## src/hdl/uess_pkg.sv

```systemverilog
`timescale 1ns / 1ps

package uess_pkg;

  typedef enum logic [2:0] {
    CMD_CONNECT    = 3'd0,
    CMD_DISCONNECT = 3'd1,
    CMD_QUERY      = 3'd2,
    CMD_NEIGHBOURS = 3'd3,
    CMD_ACTIVE     = 3'd4
  } cmd_e;

  typedef struct packed {
    logic [2:0] command;
    logic [5:0] vertex_a;
    logic [5:0] vertex_b;
  } in_item_t;

  typedef struct packed {
    logic        found;
    logic [5:0]  listed_vertex;
    logic        listed_valid;
    logic        last;
    logic [6:0]  vertex_count;
    logic [11:0] edge_count;
  } out_item_t;

  // controller to datapath
  typedef struct packed {
    logic capture;      // take the input item
    logic rd_en;        // read a matrix row
    logic rd_sel_b;     // read row of vertex_b instead of the incoming vertex_a
    logic load_row;     // mask takes the row just read
    logic load_active;  // mask takes the active vertex flags
    logic write_a;      // update row of vertex_a
    logic write_b;      // update row of vertex_b
    logic emit_result;  // single result for update, query or unknown command
    logic emit_list;    // one list result from the mask
  } ctrl_cmd_t;

  // datapath to controller
  typedef struct packed {
    logic [2:0] in_command;
    logic [2:0] command;
    logic       change;
    logic       a_eq_b;
    logic       mask_empty;
    logic       rest_empty;
    logic       out_free;
  } dp_status_t;

endpackage

```

## src/hdl/uess_ctrl.sv

```systemverilog
`timescale 1ns / 1ps

module uess_ctrl (
  input  logic                  clk_i,
  input  logic                  rst_ni,
  input  logic                  in_valid_i,
  output logic                  in_ready_o,
  input  uess_pkg::dp_status_t  status_i,
  output uess_pkg::ctrl_cmd_t   cmd_o
);

  typedef enum logic [5:0] {
    S_IDLE   = 6'b000001,
    S_ROW_A  = 6'b000010,
    S_UPD_A  = 6'b000100,
    S_UPD_B  = 6'b001000,
    S_RESULT = 6'b010000,
    S_LIST   = 6'b100000
  } state_e;

  state_e state_q, state_d;
  logic   accept;
  logic   is_update;

  assign accept    = in_valid_i && (state_q == S_IDLE);
  assign is_update = (status_i.command == uess_pkg::CMD_CONNECT) ||
                     (status_i.command == uess_pkg::CMD_DISCONNECT);

  always_comb begin
    state_d = state_q;
    cmd_o   = '0;
    unique case (state_q)
      S_IDLE: begin
        if (accept) begin
          cmd_o.capture = 1'b1;
          if (status_i.in_command == uess_pkg::CMD_ACTIVE) begin
            cmd_o.load_active = 1'b1;
            state_d           = S_LIST;
          end else begin
            cmd_o.rd_en = 1'b1;
            state_d     = S_ROW_A;
          end
        end
      end
      S_ROW_A: begin
        cmd_o.load_row = 1'b1;
        if (is_update) begin
          cmd_o.rd_en    = 1'b1;
          cmd_o.rd_sel_b = 1'b1;
          state_d        = S_UPD_A;
        end else if (status_i.command == uess_pkg::CMD_NEIGHBOURS) begin
          state_d = S_LIST;
        end else begin
          state_d = S_RESULT;
        end
      end
      S_UPD_A: begin
        cmd_o.write_a = status_i.change;
        state_d = (status_i.change && !status_i.a_eq_b) ? S_UPD_B : S_RESULT;
      end
      S_UPD_B: begin
        cmd_o.write_b = 1'b1;
        state_d       = S_RESULT;
      end
      S_RESULT: begin
        if (status_i.out_free) begin
          cmd_o.emit_result = 1'b1;
          state_d           = S_IDLE;
        end
      end
      S_LIST: begin
        if (status_i.out_free) begin
          cmd_o.emit_list = 1'b1;
          if (status_i.mask_empty || status_i.rest_empty) begin
            state_d = S_IDLE;
          end
        end
      end
      default: state_d = S_IDLE;
    endcase
  end

  always_ff @(posedge clk_i or negedge rst_ni) begin
    if (!rst_ni) begin
      state_q <= S_IDLE;
    end else begin
      state_q <= state_d;
    end
  end

  assign in_ready_o = (state_q == S_IDLE);

  // second row update only ever follows the first
  a_upd_b_order: assert property (@(posedge clk_i) disable iff (!rst_ni)
    (state_q == S_UPD_B) |-> ($past(state_q) == S_UPD_A && $past(status_i.change)))
    else $error("row b update without a changing row a update");

  // a result is only loaded into a free output register
  a_emit_free: assert property (@(posedge clk_i) disable iff (!rst_ni)
    (cmd_o.emit_result || cmd_o.emit_list) |-> status_i.out_free)
    else $error("result loaded over a pending item");

  // no new item while the previous one is still in progress
  a_one_item: assert property (@(posedge clk_i) disable iff (!rst_ni)
    cmd_o.capture |=> !in_ready_o)
    else $error("item accepted back to back in sequential controller");

endmodule

```

## config.mk

```make
export PLATFORM = sky130hd
export DESIGN_NAME = uess_ctrl
export DESIGN_NICKNAME = d
export VERILOG_FILES = /design/src/hdl/uess_pkg.sv /design/src/hdl/uess_ctrl.sv
export SDC_FILE = /design/constraint.sdc
export NUM_CORES = 1
export LEC_CHECK = 0
export BUFFER_PORTS_ARGS = -buffer_cell sky130_fd_sc_hd__buf_2
export CAP_MARGIN = 20
export CORE_AREA = 2 2 39 41
export DETAILED_ROUTE_END_ITERATION = 16
export DIE_AREA = 0 0 41 43
export PLACE_DENSITY = 0.62
export SLEW_MARGIN = 20
export SYNTH_ARGS = -nofsm -noshare
export SYNTH_HDL_FRONTEND = slang
export SYNTH_SLANG_ARGS = --single-unit
```

## constraint.sdc

```tcl
create_clock -name clk_i -period 4.3 [get_ports clk_i]
set_input_delay 0.86 -clock clk_i [delete_from_list [all_inputs] [get_ports clk_i]]
set_output_delay 0.86 -clock clk_i [all_outputs]
set_load 0.005 [all_outputs]
```

==> metrics.txt, run 1 <==
drt initial violations 3; Skew-Pair Late Insertion Delay 250 ps; status finished clean; CP peak stage delay approximately 400 ps; Max FO, Critical Path 4; largest net degree at the start of global routing 7; fmax 0.395 GHz; Pleak 0.315 nW; critical-path cell list buf_2 > nor3b_1 > and3_1 > buf_2; clock transition at the registers of the reported paths 50 ps; critical path class input port to output pin; GR Util All Layers 0.137; Synth top cells by count dfrtp_1, o21ai_0, nor2b_1, nor3b_1; Synth Register Bits 6; Seq/Total Area, Yosys 0.333; clock buffer depth 2; number of buffers created by CTS 3; die height 43 um; main area contributors after synthesis dfrtp_1, dfstp_2, nand3b_2, nor3b_1, nor4_4; max_cap viols 0; peak supply drop around 0.15 mV; Initial Util 0.328; vias in the first global route roughly 400; Antenna Violating Nets Remaining 0; crit share post-route 0.589; layout cells sized above 1 0.493; R2R setup slack approximately 2900 ps; top-area cell type share of the netlist area 0.275; first-pass iteration count of the detailed router 4; Final Util 0.439; DR WL/cell 10.9 um; DP Wirelength 794 um; vias 446; Worst slew margin 0.647; Post-Synthesis Cells 49; Startpoint Class input port; largest reg by FF count state_q; Top Registers state_q x6; gr ovfl total 0; setup repair after global routing missed its margin false; Post-route DRC 0; Worst Path Required 3440 ps; Slew Viols, Final 0; Tightest Pin Transition 525 ps; number of port buffers 23; Die W 41 um; PD cells 470 mW/mm^2; CP max-delay cell nor3b_1; Synth Net Count 63; most frequent cell after synthesis dfrtp_1; area grow syn2layout 33.9%; Cell variety after synth 31; drt total wl 991 um; antenna diode count 0; # IOs 24; layout net count 90; antenna violations before repair 0; Post-synth ARST share 1.00; Sink Count 6; number of synthesized flops with an enable pin 0; Worst Path Arrival 1670 ps; final hold viol count 0; Clock H-tree levels 1; CP top delay family simple AND/OR/NAND/NOR gates; post-CTS sizing 0; min Tclk post-route 2530 ps; ys flop type dfrtp_1; skew final 8.86 ps; setup bufs post-CTS 0; Rows 14; setup tns final 0 ps; core area 0.00138 mm^2; final setup violation count 0; hold buffer count at CTS 0; Hold WC Path Type input port to async pin; first-pass GRT wire length 1.55 mm; die area 0.00176 mm^2; Synth warnings 0; largest area contributor in the netlist dfrtp_1; GPL Wtd Cong about 0.7; Crit. End Element output pin; Root Driver clkbuf_4; detail-routed via count per cell a little under 5; Avg Cell Area, Syn 9.27 um^2; Critical path buffers and inverters 2; CTS tree done; Mapped Area 454 um^2; cell mode on critical path buf_2; max reg flops 6
==> stage by stage <==
stage | total power, W | setup WS [ps] | std cells | instance area (um^2) | hold slack (ps)
finish | 0.000286 | 1770 | 91 | 608 | 416
global route | 0.000311 | 1640 | 91 | 608 | 413
CTS | 0.000288 | 1750 | 91 | 608 | 422
detailed placement | 0.000228 | 1750 | 87 | 582 | 595
global placement | 0.000228 | 1790 | 87 | 582 | 584
floorplan | 0.000187 | 2010 | 49 | 454 | 563
==> worst register-to-register path, delay by kind of cell (launching register included) <==
family / cells / cell delay [ps]
simple gates: 2 / 640
flops: 1 / 420
compound gates: 2 / 290
==> cell type report <==
type	instances	area, um^2
multi-input cells	38	279
clock buffers	4	26.3
well taps	16	20.0
flip-flops and latches	6	151
fillers	145	776
inverters	4	16.3
repair buffers	23	115
==> per-layer routing <==
metal / up-vias / GRT usage / part of all wire
li1: 235 / - / -
met3: 2 / 0.0314 / 0.033
met1: 196 / 0.149 / 0.47
met5: - / 0 / 0
met2: 13 / 0.197 / 0.48
met4: 0 / 0.140 / 0.016
==> logic make-up after synthesis <==
group                  synth area share
AOI/OAI and AO/OA                 0.187
buffers and inverters            0.0523
DFF                               0.333
and+or+nand+nor                   0.427
==> power by group <==
part | leakage (nW) | internal (W) | switching [W]
registers | 0.0791 | 0.0000729 | 0.0000193
logic | 0.221 | 0.0000660 | 0.0000687
clock network | 0.0150 | 0.0000353 | 0.0000236
total | 0.315 | 0.000174 | 0.000112
==> cells in the final DEF, fill, tap and decap left out, types with 2 or more instances in the layout <==
cell type	count
buf_2	23
dfrtp_1	5
o21ai_0	4
nor2b_1	3
nor3b_1	3
clkbuf_4	3
nor4_1	2
nand3b_2	2
nand2_1	2
and3_1	2
inv_1	2
nor2_1	2
o22ai_1	2
==> path summary, 6_finish.rpt <==
path	endpoint	depth (start not counted)	start
setup / recovery	cmd_o[4]	4	status_i[9]
hold / removal	state_q[2]	1	rst_ni
setup reg to reg	state_q[0]	4	state_q[1]
hold reg to reg	state_q[0]	2	state_q[0]
max in group asynchronous	state_q[0]	1	rst_ni
min in group clk_i	state_q[0]	2	state_q[0]
(Power assumes the default switching activity.)
==> run 2, diff against run 1 <==
--- a/config.mk
+++ b/config.mk
@@ -5,12 +5,13 @@
 export SDC_FILE = /design/constraint.sdc
 export NUM_CORES = 1
 export LEC_CHECK = 0
+export ABC_AREA = 1
 export BUFFER_PORTS_ARGS = -buffer_cell sky130_fd_sc_hd__buf_2
 export CAP_MARGIN = 20
 export CORE_AREA = 2 2 39 41
 export DETAILED_ROUTE_END_ITERATION = 16
 export DIE_AREA = 0 0 41 43
-export PLACE_DENSITY = 0.62
+export PLACE_DENSITY = 0.69
 export SLEW_MARGIN = 20
 export SYNTH_ARGS = -nofsm -noshare
 export SYNTH_HDL_FRONTEND = slang
==> constraint.sdc (replaced) <==
create_clock -name clk_i -period 2.3 [get_ports clk_i]
set_input_delay 0.46 -clock clk_i [delete_from_list [all_inputs] [get_ports clk_i]]
set_output_delay 0.46 -clock clk_i [all_outputs]
set_load 0.005 [all_outputs]
==> run 2 against run 1 <==
Wire length rose by 9.9%. Critical endpoint is now cmd_o[7]. Register-to-register slack worse by 1800 ps. Highest routed layer unchanged. Critical path depth is 3 higher. Synthesized cell count up 53%. Clock skew fell by 7.0 ps. Sequential share of layout area shrank 1.7 points. Area after synthesis is 9.9% higher. Largest cell class unchanged. Via count up 18%. Cell area is 7.4% higher.
==> metrics.txt, run 2 <==
first-pass GRT wire length 1.93 mm (was 1.55 mm); post-CTS sizing 0 (unchanged); vias in the first global route 495 (was 402); DR WL/cell 9.31 um (was 10.9 um); largest reg by FF count state_q (unchanged); clock power share 0.186 (was 0.206); number of port buffers 23 (unchanged); critical path class flip-flop to output pin (was input port to output pin); most common cell after layout, fill and taps aside buf_2 (unchanged); clock transition at the registers of the reported paths 50 ps (about the same); GPL Wtd Cong 0.790 (was 0.703); setup ws final 376 ps (was 1770 ps); Cell variety after synth 17 (was 31); largest area contributor in the netlist dfrtp_1 (unchanged); layout cells sized above 1 0.366 (was 0.493); net load switching power 0.000249 W (was 0.000112 W); antenna violations before repair 0 (unchanged); Worst slew margin 0.772 (was 0.647); M3 GR Usage 0.0314 (unchanged); Initial Util 0.361 (was 0.328); vias 526 (was 446); DP Wirelength 916 um (was 794 um); Crit. End Element output pin (unchanged); Comb pwr share 0.522 (was 0.471); Sink Count 6 (unchanged); internal power 0.000320 W (was 0.000174 W); Mapped Area 499 um^2 (was 454 um^2); top-area cell type share of the netlist area 0.251 (was 0.275); Final Util 0.472 (was 0.439); Worst Path Arrival 1460 ps (was 1670 ps); min Tclk post-route 1920 ps; crit share post-route 0.836; antenna diode count 0 (unchanged); most frequent cell after synthesis nor2_1 (was dfrtp_1); Worst Path Required 1840 ps (was 3440 ps); Synth Net Count 89 (was 63); Startpoint Class flip-flop (was input port); sequential share of power 0.292 (was 0.322); Top Registers state_q x6 (unchanged); Clock H-tree levels 1 (unchanged); final setup violation count 0 (unchanged); number of buffers created by CTS 3 (unchanged); fmax approximately 0.52 GHz; main area contributors after synthesis dfrtp_1, nor2_1, inv_1, nand2_1, nand3_1 (was dfrtp_1, dfstp_2, nand3b_2, nor3b_1, nor4_4); Post-Place Setup Slack 604 ps (was 1750 ps); GR Layer Usage met1 0.221 (was 0.149); Post-synth ARST share 1.00 (unchanged); Root Driver clkbuf_4 (unchanged); number of synthesized flops with an enable pin 0 (unchanged); ys flop type dfrtp_1 (unchanged); GR Util All Layers 0.156 (was 0.137); setup bufs post-CTS 0 (unchanged); Slew Viols, Final 0 (unchanged); Max FO, Critical Path 6 (was 4); hold buffer count at CTS 0 (unchanged); Synth warnings 0 (unchanged); area grow syn2layout 30.8% (was 33.9%); Die W 41 um (unchanged); hold slack 33.6 ps (was 416 ps); Seq/Total Area, Yosys 0.303 (was 0.333); max reg flops 6 (unchanged); skew final 1.81 ps (was 8.86 ps); core area 0.00138 mm^2 (unchanged); setup tns final 0 ps (unchanged); Synth top cells by count nor2_1, inv_1, nand2_1, nand3_1, dfrtp_1 (was dfrtp_1, o21ai_0, nor2b_1, nor3b_1); Synth Register Bits 6 (unchanged); Skew-Pair Late Insertion Delay 240 ps (was 250 ps); Avg Cell Area, Syn 6.66 um^2 (was 9.27 um^2); Post-Synthesis Cells 75 (was 49); PD cells 872 mW/mm^2 (was 470 mW/mm^2); status finished clean (unchanged); detail-routed via count per cell 4.50 (was 4.90); gr ovfl total 0 (unchanged); first-pass iteration count of the detailed router 4 (unchanged); die height 43 um (unchanged); Hold WC Path Type input port to async pin (unchanged); drt total wl 1.09 mm (was 991 um); setup repair after global routing missed its margin false (unchanged); # IOs 24 (unchanged); most frequent cells in the layout buf_2, nor2_1, inv_1, nand2_1, nand3_1 (was buf_2, dfrtp_1, o21ai_0); die area 0.00176 mm^2 (unchanged); peak supply drop 0.446 mV (was 0.148 mV); Sw Ratio 0.438 (was 0.390); drt initial violations 5 (was 3); Tightest Pin Transition 342 ps (was 525 ps); Rows 14 (unchanged); clock buffer depth 2 (unchanged); GR peak layer met2 (unchanged); CTS tree done (unchanged); largest net degree at the start of global routing 7 (unchanged); Antenna Violating Nets Remaining 0 (unchanged); met2 GRT Util 0.225 (was 0.197); Post-route DRC 0 (unchanged); layout net count 116 (was 90); max_cap viols 0 (unchanged); final hold viol count 0 (unchanged); Pleak 0.403 nW (was 0.315 nW)
[run 2: cell families (layout without fill, tap and decap cells)]
logic type,count (synthesis),in the layout,share of synthesized area
flops,6,6,0.303
compound gates,2,2,0.0251
simple gates,52,52,0.551
buf+inv,15,41,0.120
[run 2: power groups by stage]
stage	clock, W	sequential (W)	combinational, W
5_1_grt	0.000120	0.000170	0.000339
3_5_place_dp	0	0.000167	0.000297
3_3_place_gp	0	0.000166	0.000292
6_report	0.000106	0.000166	0.000297
4_1_cts	0.000110	0.000166	0.000300
2_1_floorplan	0	0.000163	0.000219
[run 2: path summary, 6_finish.rpt]
kind                         endpoint  slack, ps         from  cells past startpoint
max reg2reg                state_q[5]       1060   state_q[0]                      7
min                        state_q[5]         30       rst_ni                      1
max in group asynchronous  state_q[0]       2040       rst_ni                      1
min reg2reg                state_q[0]        670   state_q[1]                      5
max                          cmd_o[7]        380   state_q[0]                      7
min in group clk_i         state_q[3]        390  status_i[3]                      2
[run 2: worst max-delay path: stages, from the launching register on]
cell and delay (ps):
dfstp_2 550, inv_1 60, nor2_2 120, nand3_4 110, nor2_1 110, nand2_1 80
o21ai_1 70, buf_2 120
[run 2: through the flow]
step | std cells | power [W] | instance area, um^2
detailed placement | 113 | 0.000464 | 627
global placement | 113 | 0.000458 | 627
global route | 117 | 0.000629 | 653
floorplan | 75 | 0.000382 | 499
CTS | 117 | 0.000575 | 653
finish | 117 | 0.000569 | 653
[run 2: metal layers]
layer  share of wire  vias to the layer above
li1                -                      286
met1            0.46                      222
met2            0.48                       16
met3           0.054                        2
met4          0.0037                        0
met5               0                        -
[run 2: final cells by class]
cell class	instances	area [um^2]
multi-input cells	54	288
inverters	14	52.6
flip-flops and latches	6	151
clock buffers	4	26.3
fillers	135	731
repair buffers	23	115
well taps	16	20.0
